==> src/rtl/nptc_pkg.sv <==
// ----------------------------------------------------------------------------
// nptc_pkg: numeric text nibble codec shared types and constants
// Character codes, escape code and the code to character mapping.
// ----------------------------------------------------------------------------
`default_nettype none

package nptc_pkg;

   localparam int ByteWidth   = 8;
   localparam int NibbleWidth = 4;

   typedef logic [ByteWidth-1:0]   byte_type;
   typedef logic [NibbleWidth-1:0] nibble_type;

   localparam nibble_type CodeNul   = 4'd0;
   localparam nibble_type CodeDot   = 4'd11;
   localparam nibble_type CodePlus  = 4'd12;
   localparam nibble_type CodeMinus = 4'd13;
   localparam nibble_type CodeEnd   = 4'd14;
   localparam nibble_type CodeEsc   = 4'd15;

   localparam byte_type CharNul   = 8'h00;
   localparam byte_type CharZero  = 8'h30;
   localparam byte_type CharNine  = 8'h39;
   localparam byte_type CharDot   = 8'h2E;
   localparam byte_type CharPlus  = 8'h2B;
   localparam byte_type CharMinus = 8'h2D;

   typedef struct packed {
      byte_type out_byte;
      logic     last;
   } result_type;

   function automatic nibble_type char_to_code(input byte_type c);
      nibble_type code;
      byte_type   diff;
      diff = c - CharZero;
      case (c) inside
         CharNul:              code = CodeNul;
         [CharZero:CharNine]:  code = diff[NibbleWidth-1:0] + 4'd1;
         CharDot:              code = CodeDot;
         CharPlus:             code = CodePlus;
         CharMinus:            code = CodeMinus;
         default:              code = CodeEsc;
      endcase
      return code;
   endfunction

   function automatic byte_type code_to_char(input nibble_type code);
      byte_type c;
      case (code) inside
         [4'd1:4'd10]: c = CharZero + {4'd0, code} - 8'd1;
         CodeDot:      c = CharDot;
         CodePlus:     c = CharPlus;
         CodeMinus:    c = CharMinus;
         default:      c = CharNul;
      endcase
      return c;
   endfunction

endpackage

`default_nettype wire

==> src/rtl/nptc_req_if.sv <==
// ----------------------------------------------------------------------------
// nptc_req_if: input byte channel
// Valid/ready channel carrying one input byte per beat.
// ----------------------------------------------------------------------------
`default_nettype none

interface nptc_req_if;
   logic       valid;
   logic       ready;
   logic [7:0] in_byte;

   modport source (output valid, output in_byte, input ready);
   modport sink   (input valid, input in_byte, output ready);
endinterface

`default_nettype wire

==> src/rtl/nptc_rsp_if.sv <==
// ----------------------------------------------------------------------------
// nptc_rsp_if: result byte channel
// Valid/ready channel carrying one result byte and its last flag per beat.
// ----------------------------------------------------------------------------
`default_nettype none

interface nptc_rsp_if;
   logic       valid;
   logic       ready;
   logic [7:0] out_byte;
   logic       last;

   modport source (output valid, output out_byte, output last, input ready);
   modport sink   (input valid, input out_byte, input last, output ready);
endinterface

`default_nettype wire

==> src/rtl/nibble_pack_text_codec_core.sv <==
// ----------------------------------------------------------------------------
// nibble_pack_text_codec_core: numeric text nibble codec
// Packs numeric text into 4-bit codes, two per byte, and unpacks them again.
//
// Usage:
//   req_if  - input beats: one character (pack) or one packed byte (unpack).
//   rsp_if  - result beats: out_byte and last; last marks the string end.
//   csr_wr_en/csr_wr_data - selects direction (0 pack, 1 unpack); a write
//             also clears the nibble phase, held code and pending escape.
//             Write only while no results are outstanding.
//   Each input beat yields zero, one or two result beats, held in a
//   two-entry result register. The first result beat is registered and
//   appears in the cycle after its input beat is taken. An input beat
//   producing at most one result is taken every cycle while the receiver
//   is ready; two results leave one by one through the single result port.
//   A new input beat is taken in the cycle the last buffered result leaves.
//   When the receiver stalls, results hold and req_if.ready drops once the
//   buffer is not about to empty. Reset selects pack mode and empties all.
// ----------------------------------------------------------------------------
`default_nettype none

module nibble_pack_text_codec_core
   import nptc_pkg::*;
(
   input  wire logic  clock,
   input  wire logic  reset,
   nptc_req_if.sink   req_if,
   nptc_rsp_if.source rsp_if,
   input  wire logic  csr_wr_en,
   input  wire logic  csr_wr_data
);

   logic         direction_ff;
   logic         high_half_next_ff, high_half_next_in;
   nibble_type   held_low_code_ff,  held_low_code_in;
   logic         raw_byte_next_ff,  raw_byte_next_in;
   logic [1:0]   count_ff,          count_in;
   result_type   res0_ff,           res0_in;
   result_type   res1_ff,           res1_in;

   logic         push;
   logic         pop;
   logic [1:0]   new_count;
   result_type   new_res0;
   result_type   new_res1;
   byte_type     c;
   nibble_type   code;
   nibble_type   lo_nib;
   nibble_type   hi_nib;
   byte_type     packed_byte;

   assign req_if.ready    = (count_ff == 2'd0) || ((count_ff == 2'd1) && rsp_if.ready);
   assign rsp_if.valid    = (count_ff != 2'd0);
   assign rsp_if.out_byte = res0_ff.out_byte;
   assign rsp_if.last     = res0_ff.last;

   assign push = req_if.valid && req_if.ready;
   assign pop  = rsp_if.valid && rsp_if.ready;

   assign c           = req_if.in_byte;
   assign code        = char_to_code(c);
   assign lo_nib      = c[3:0];
   assign hi_nib      = c[7:4];
   assign packed_byte = high_half_next_ff ? {code, held_low_code_ff} : {4'd0, code};

   always_comb begin
      new_count         = 2'd0;
      new_res0          = '{out_byte: CharNul, last: 1'b0};
      new_res1          = '{out_byte: CharNul, last: 1'b0};
      high_half_next_in = high_half_next_ff;
      held_low_code_in  = held_low_code_ff;
      raw_byte_next_in  = raw_byte_next_ff;
      if (!direction_ff) begin
         if (!high_half_next_ff && code != CodeNul && code != CodeEsc) begin
            held_low_code_in  = code;
            high_half_next_in = 1'b1;
         end else begin
            high_half_next_in = 1'b0;
            held_low_code_in  = CodeNul;
            new_res0.out_byte = packed_byte;
            new_count         = 2'd1;
            if (code == CodeNul) begin
               new_res0.last = 1'b1;
            end else if (code == CodeEsc) begin
               new_res1.out_byte = c;
               new_count         = 2'd2;
            end
         end
      end else begin
         high_half_next_in = 1'b0;
         if (raw_byte_next_ff) begin
            raw_byte_next_in  = 1'b0;
            new_res0.out_byte = c;
            new_count         = 2'd1;
         end else if (lo_nib == CodeNul || lo_nib == CodeEnd) begin
            new_res0.last = 1'b1;
            new_count     = 2'd1;
         end else if (lo_nib == CodeEsc) begin
            raw_byte_next_in = 1'b1;
         end else begin
            new_res0.out_byte = code_to_char(lo_nib);
            if (hi_nib == CodeNul || hi_nib == CodeEnd) begin
               new_res1.last = 1'b1;
               new_count     = 2'd2;
            end else if (hi_nib == CodeEsc) begin
               raw_byte_next_in = 1'b1;
               new_count        = 2'd1;
            end else begin
               new_res1.out_byte = code_to_char(hi_nib);
               new_count         = 2'd2;
            end
         end
      end
   end

   always_comb begin
      count_in = count_ff;
      res0_in  = res0_ff;
      res1_in  = res1_ff;
      if (push) begin
         count_in = new_count;
         res0_in  = new_res0;
         res1_in  = new_res1;
      end else if (pop) begin
         count_in = count_ff - 2'd1;
         res0_in  = res1_ff;
      end
   end

   always_ff @(posedge clock) begin
      if (reset) begin
         direction_ff      <= 1'b0;
         high_half_next_ff <= 1'b0;
         held_low_code_ff  <= CodeNul;
         raw_byte_next_ff  <= 1'b0;
         count_ff          <= 2'd0;
      end else begin
         count_ff <= count_in;
         if (csr_wr_en) begin
            direction_ff      <= csr_wr_data;
            high_half_next_ff <= 1'b0;
            held_low_code_ff  <= CodeNul;
            raw_byte_next_ff  <= 1'b0;
         end else if (push) begin
            high_half_next_ff <= high_half_next_in;
            held_low_code_ff  <= held_low_code_in;
            raw_byte_next_ff  <= raw_byte_next_in;
         end
      end
   end

   always_ff @(posedge clock) begin
      res0_ff <= res0_in;
      res1_ff <= res1_in;
   end

endmodule

`default_nettype wire

==> src/flat_wrapper.sv <==
// flat-port wrapper written by rule: the top's interface ports become plain ports
module nibble_pack_text_codec_core_flat import nptc_pkg::*;
  (clock, reset, csr_wr_en, csr_wr_data, req_if_valid, req_if_in_byte, req_if_ready, rsp_if_valid, rsp_if_out_byte, rsp_if_last, rsp_if_ready);
  nptc_req_if req_if_i ();
  nptc_rsp_if rsp_if_i ();
  input  wire logic clock;
  input  wire logic reset;
  input  wire logic csr_wr_en;
  input  wire logic csr_wr_data;
  input wire logic [$bits(req_if_i.valid)-1:0] req_if_valid;
  input wire logic [$bits(req_if_i.in_byte)-1:0] req_if_in_byte;
  output wire logic [$bits(req_if_i.ready)-1:0] req_if_ready;
  output wire logic [$bits(rsp_if_i.valid)-1:0] rsp_if_valid;
  output wire logic [$bits(rsp_if_i.out_byte)-1:0] rsp_if_out_byte;
  output wire logic [$bits(rsp_if_i.last)-1:0] rsp_if_last;
  input wire logic [$bits(rsp_if_i.ready)-1:0] rsp_if_ready;
  assign req_if_i.valid = req_if_valid;
  assign req_if_i.in_byte = req_if_in_byte;
  assign req_if_ready = req_if_i.ready;
  assign rsp_if_valid = rsp_if_i.valid;
  assign rsp_if_out_byte = rsp_if_i.out_byte;
  assign rsp_if_last = rsp_if_i.last;
  assign rsp_if_i.ready = rsp_if_ready;
  nibble_pack_text_codec_core u_core (.clock(clock), .reset(reset), .req_if(req_if_i), .rsp_if(rsp_if_i), .csr_wr_en(csr_wr_en), .csr_wr_data(csr_wr_data));
endmodule
==> config.mk <==
export PLATFORM = sky130hd
export DESIGN_NAME = nibble_pack_text_codec_core_flat
export DESIGN_NICKNAME = d
export VERILOG_FILES = /design/src/rtl/nptc_pkg.sv /design/src/rtl/nptc_req_if.sv /design/src/rtl/nptc_rsp_if.sv /design/src/rtl/nibble_pack_text_codec_core.sv /design/src/flat_wrapper.sv
export SDC_FILE = /design/constraint.sdc
export NUM_CORES = 1
export LEC_CHECK = 0
export BUFFER_PORTS_ARGS = -buffer_cell sky130_fd_sc_hd__buf_2
export CORE_MARGIN = 10
export CORE_UTILIZATION = 55
export CTS_CLUSTER_SIZE = 28
export DETAILED_ROUTE_END_ITERATION = 10
export PLACE_DENSITY_LB_ADDON = 0.12
export REMOVE_ABC_BUFFERS = 1
export SLEW_MARGIN = 20
export SYNTH_ARGS = -nofsm -noshare
export SYNTH_HDL_FRONTEND = slang
export SYNTH_SLANG_ARGS = --single-unit
==> constraint.sdc <==
create_clock -name clock -period 3.1 [get_ports clock]
set_input_delay 0.155 -clock clock [delete_from_list [all_inputs] [get_ports clock]]
set_output_delay 0.155 -clock clock [all_outputs]
set_load 0.02 [all_outputs]
-- Word level (Yosys, flattened, before mapping)
Index checks and enable logic that the tools add are counted.
- register bits: 27
- input port bits: 14
- output and inout bits: 11
- word-level logic and storage cells: 116
- $add $sub $neg: 7
- magnitude comparators: 6
- equality and inequality tests: 16
- multiplexer cells: 53
- bitwise gates (word level): 1
- reductions and logical operators: 24
- operators by type and width (cell ; count):
    $mux W8 ; 16
    $mux W9 ; 7
    $eq A4 B4 Y1 const B ; 11
    $mux W2 ; 13
    $eq A8 B6 Y1 const B ; 3
    $mux W4 ; 4
    $sub A8 B1 Y8 const B ; 2
    $add A6 B4 Y7 const A ; 2
    $logic_not A4 Y1 ; 3
    $mux W6 ; 2
    $mux W1 ; 11
    $ge A4 B1 Y1 const B ; 2
    $ge A8 B6 Y1 const B ; 1
    $le A4 B4 Y1 const B ; 2
    $le A8 B6 Y1 const B ; 1
    $logic_and A1 B1 Y1 ; 8
    $logic_not A8 Y1 ; 1
    $add A4 B1 Y4 const B ; 1
    $ne A4 B4 Y1 const B ; 1
    $reduce_and A2 Y1 ; 2
    $reduce_bool A2 Y1 ; 2
    $reduce_bool A4 Y1 ; 1
    $reduce_or A4 Y1 ; 1
    $sub A4 B1 Y4 const B ; 1
    other kinds (7) ; 9

-- Logic depth before layout (Yosys ltp)
- depth in word-level cells: 12
- gate-level depth with buffers: 9

-- Worst setup path after synthesis
Ideal clock, no wire load.
- path kind: input port to flip-flop
- start point: input port req_if_in_byte[0]
- end point: register u_core.res0_ff, in the netlist u_core.rsp_if.out_byte[0], data pin
- arrival: 2.293 ns
- data required time: 2.920 ns
- setup slack: 0.627 ns
- stages: 9
- path buffers: 1
- cell sequence: clkbuf_1 inv_1 ha_1 o21bai_1 a21oi_1 a221oi_2 nand4_2 nor3b_4 o41ai_2
- RTL lines (item ; RTL line ; RTL):
    start: declaration ; flat_wrapper.sv:11 ; input wire logic [$bits(req_if_i.in_byte)-1:0] req_if_in_byte;
    end signal: assignment ; nibble_pack_text_codec_core.sv:153 ; res0_ff <= res0_in;
    end: declaration ; nibble_pack_text_codec_core.sv:38 ; result_type res0_ff, res0_in;

-- Final worst setup path
- start point: register u_core.count_ff[0]
- end point: register u_core.high_half_next_ff
- cells in the longest elaborated chain, start to end: 4
- ends and longest elaborated chain (item ; RTL line ; RTL):
    start: declaration ; nibble_pack_text_codec_core.sv:37 ; logic [1:0] count_ff, count_in;
    start signal: assignment ; nibble_pack_text_codec_core.sv:138 ; count_ff <= count_in;
    $eq A2 B1 Y1 ; nibble_pack_text_codec_core.sv:52 ; assign req_if.ready = (count_ff == 2'd0) || ((count_ff == 2'd1) && rsp_if.ready);
    $logic_and A1 B1 Y1 ; nibble_pack_text_codec_core.sv:52 ;
    $logic_or A1 B1 Y1 * ; nibble_pack_text_codec_core.sv:52 ;
    $logic_and A1 B1 Y1 * ; nibble_pack_text_codec_core.sv:57 ; assign push = req_if.valid && req_if.ready;
    end signal: assignment ; nibble_pack_text_codec_core.sv:145 ; high_half_next_ff <= high_half_next_in;
    end: declaration ; nibble_pack_text_codec_core.sv:34 ; logic high_half_next_ff, high_half_next_in;
Mark *: on every way between the ends. The rest lies on a longest branch, timed or not.
A chain may end at the register's enable or synchronous reset.

==> results.json <==
{
  "status": "complete, no violations",
  "ctsHtreeMaxLevel": 1,
  "rsz0062_at_grt": "no",
  "critPathKind": "flop to flop",
  "reg2reg_from": "u_core.count_ff[0]$_SDFFE_PP0P_",
  "synth-adder-area-share_pct": 6.957,
  "grt-ovfl-total": 0,
  "chipHeight_microns": 82.65,
  "cts_sinks": 27,
  "synth_warnings": 0,
  "synth_edf_count": 18,
  "antennaDiodeCount": 0,
  "hpwl_microns": 3980,
  "via_per_inst": 6.275,
  "clock.fmax_mhz": 407.4,
  "cts_buffers": 3,
  "crit_path_end_kind": "flop",
  "min-delay-start": "csr_wr_en",
  "worstPathRequired_ns": 3.28,
  "drt_first_iter_violations": 281,
  "die_x_microns": 82.65,
  "drv_cap": 0,
  "hp-class": "primary input to flop",
  "synth_xor_xnor_area_share_pct": 1.623,
  "grt_max_degree": 25,
  "seq_area_frac_synth_pct": 33.39,
  "layout_min_cycle_time_ns": 2.455,
  "p_per_area_nw_per_um2": 450.1,
  "drive_above_1_share_pct": 19.29,
  "route.vias.total": 1895,
  "p_leak_nw": 0.9173,
  "finalNetCount": 281,
  "dr.pass1.iters": 5,
  "finalMaxSlewViolations": 0,
  "io_pins": 25,
  "max-vdd-ir-drop_mv": 0.2141,
  "rows": 22,
  "finalHoldViolations": 0,
  "cts_tree": "done",
  "postRouteAntennaNets": 0,
  "cts_resized": 0,
  "antenna_found_initial": 0,
  "drc": 0,
  "place.port_buffers": 24,
  "clk_transition_reported_paths_ns": 0.10,
  "period_share_pct": 79.18,
  "ctsHoldBuffers": 0,
  "stdcell_count": 302,
  "wl_microns": 5279,
  "muxShareOfSynthArea_pct": 4.348,
  "worstPathArrival_ns": 2.63,
  "finalSetupViolations": 0,
  "synth_top_family_by_area": "compound AO/OA/AOI/OAI gates",
  "startpoint": "u_core.count_ff[0]$_SDFFE_PP0P_",
  "cts_setup_buffers": 0,
  "grt_pass1_wl_microns": 8756,
  "cp-start-kind": "flop",
  "syn-cell-area_sq_um": 2158,
  "max_slew_margin_pct": 49.24,
  "clock_latency_ns": 0.27,
  "place.gp.congestion": 0.9034,
  "dpl.cell_count": 298,
  "postLayoutCoreUtil_pct": 63.27,
  "root_buffer": "clkbuf_8",
  "worst_pin_slew_ns": 0.7586,
  "async_reset_ff_share_pct": 0,
  "crit_fanout": 13,
  "synth-seq-cells": 27,
  "coreArea_sq_um": 3716,
  "grt_use_total_pct": 15.99,
  "start_util_pct": 58.08,
  "fin_hold_ws_ns": 0.1037,
  "synth_area_per_cell_sq_um": 9.107,
  "synth-compound-area-share_pct": 25.51,
  "first_global_vias": 1744,
  "skew_ns": 0.002612,
  "synthCells": 237,
  "synth_ff_type": "edfxtp_1",
  "syn2layout_area_growth_pct": 8.927,
  "wl_per_cell_microns": 17.48,
  "synth.distinct_cells": 59,
  "die-area_sq_um": 6830,
  "setup_tns_ns": 0,
  "yosys.area_share.simple_pct": 23.88,
  "cts_buffer_depth": 2
}
layer usage:
metal | track usage (%) | vias to the layer above | wire (microns)
li1 | - | 926 | -
met1 | 22.69 | 884 | 2425
met2 | 24.15 | 77 | 2344
met3 | 0.9719 | 8 | 373
met4 | 7.358 | 0 | 135
met5 | 0 | - | 0
final cells by class:
cell class / instances / area, sq um
fill: 337 / 1365
multi-input combinational: 186 / 1345
sequential: 27 / 720.7
timing repair buffer: 26 / 135.1
tap: 48 / 60.06
clock buffer: 3 / 41.29
inverter: 11 / 41.29
clock inverter: 1 / 7.507
sequential cells by signal, summed over array words and instances, names as in the netlist:
signal and count:
u_core.res1_ff 9, u_core.rsp_if.last 1, u_core.direction_ff 1, u_core.raw_byte_next_ff 1, u_core.rsp_if.out_byte 8, u_core.held_low_code_ff 4
u_core.count_ff 2, u_core.high_half_next_ff 1
cell usage in the layout, fill, tap and decap left out, drive strengths merged, types with 2 or more instances in the layout:
master  Yosys  layout
nand2b      4       4
nor4b       2       2
clkbuf     10       3
nor3        4       4
o21a        3       3
mux2i       6       6
buf         3      26
or3b        3       3
o22ai       7       7
inv        11      11
nor2b       6       6
and2        4       4
a21o        5       5
mux2        3       3
ha         12      12
o31a        2       2
a22o        4       4
a211oi      3       3
nand2      29      29
edfxtp     18      18
o211ai      4       4
nor2       17      17
nor3b       4       4
a31oi       2       2
a221oi      5       5
a21oi       9       9
o21ai      10      10
nand3      11      11
o41ai       3       3
xnor2       4       4
nand3b      2       2
dfxtp       9       9
kinds of logic (layout without fill, tap and decap cells):
group,after synthesis,count (layout)
AO/OA/AOI/OAI,69,69
XOR/XNOR,4,4
adder cells (fa/ha/maj),12,12
buffers and inverters,24,41
flip-flops,27,27
multiplexers,9,9
AND/OR/NAND/NOR,92,92
worst paths after layout:
check | cells past startpoint | slack [ns] | to
worst max-delay path | 7 | 0.65 | u_core.high_half_next_ff$_SDFFE_PP0P_
worst min-delay path | 2 | 0.10 | u_core.raw_byte_next_ff$_SDFFE_PP0P_
worst max register to register | 7 | 0.65 | u_core.high_half_next_ff$_SDFFE_PP0P_
worst min register to register | 2 | 0.48 | u_core.held_low_code_ff[3]$_SDFFE_PP0P_
power breakdown:
group / internal [mW] / switching, mW
Sequential: 0.456 / 0.0180
Combinational: 0.135 / 0.241
Clock: 0.0912 / 0.116
worst max-delay path: stages (launching register included):
cell	delay, ns
dfxtp_1	0.35
inv_1	0.07
ha_1	0.19
a21o_1	0.12
nand2_1	0.30
nor2_1	0.70
nand3b_1	0.33
o41ai_1	0.30
metrics by stage:
step                instance area, sq um  worst slack, ns  power [mW]
global placement                    2302           0.4834      0.8499
CTS                                 2351           0.6771       1.058
detailed placement                  2302           0.4118      0.8567
global route                        2351           0.4076       1.114
floorplan                           2107           0.8496      0.7304
finish                              2351           0.6454       1.058
synth_stat cells (2+ instances only):
master	number	area share, %
nand2_1	29	5.0
edfxtp_1	18	25
nor2_1	15	2.6
ha_1	12	7.0
inv_1	11	1.9
nand3_1	11	2.6
clkbuf_1	10	1.7
o21ai_0	10	2.3
a21oi_1	9	2.1
dfxtp_1	9	8.3
o22ai_1	7	2.0
mux2i_1	6	2.8
nor2b_1	6	1.7
a21o_1	5	1.7
a22o_1	4	1.6
and2_1	4	1.2
nand2b_1	4	1.2
nor3_1	4	0.93
o211ai_1	4	1.4
xnor2_1	4	1.6
a221oi_1	3	1.2
mux2_2	3	1.6
nor3b_1	3	1.0
o21a_1	3	1.0
a211oi_2	2	1.2
a221oi_2	2	1.4
a31oi_1	2	0.58
buf_2	2	0.46
nand3b_1	2	0.70
nor4b_1	2	0.81
o31a_1	2	0.81
o41ai_2	2	1.5
(Power assumes the default switching activity.)
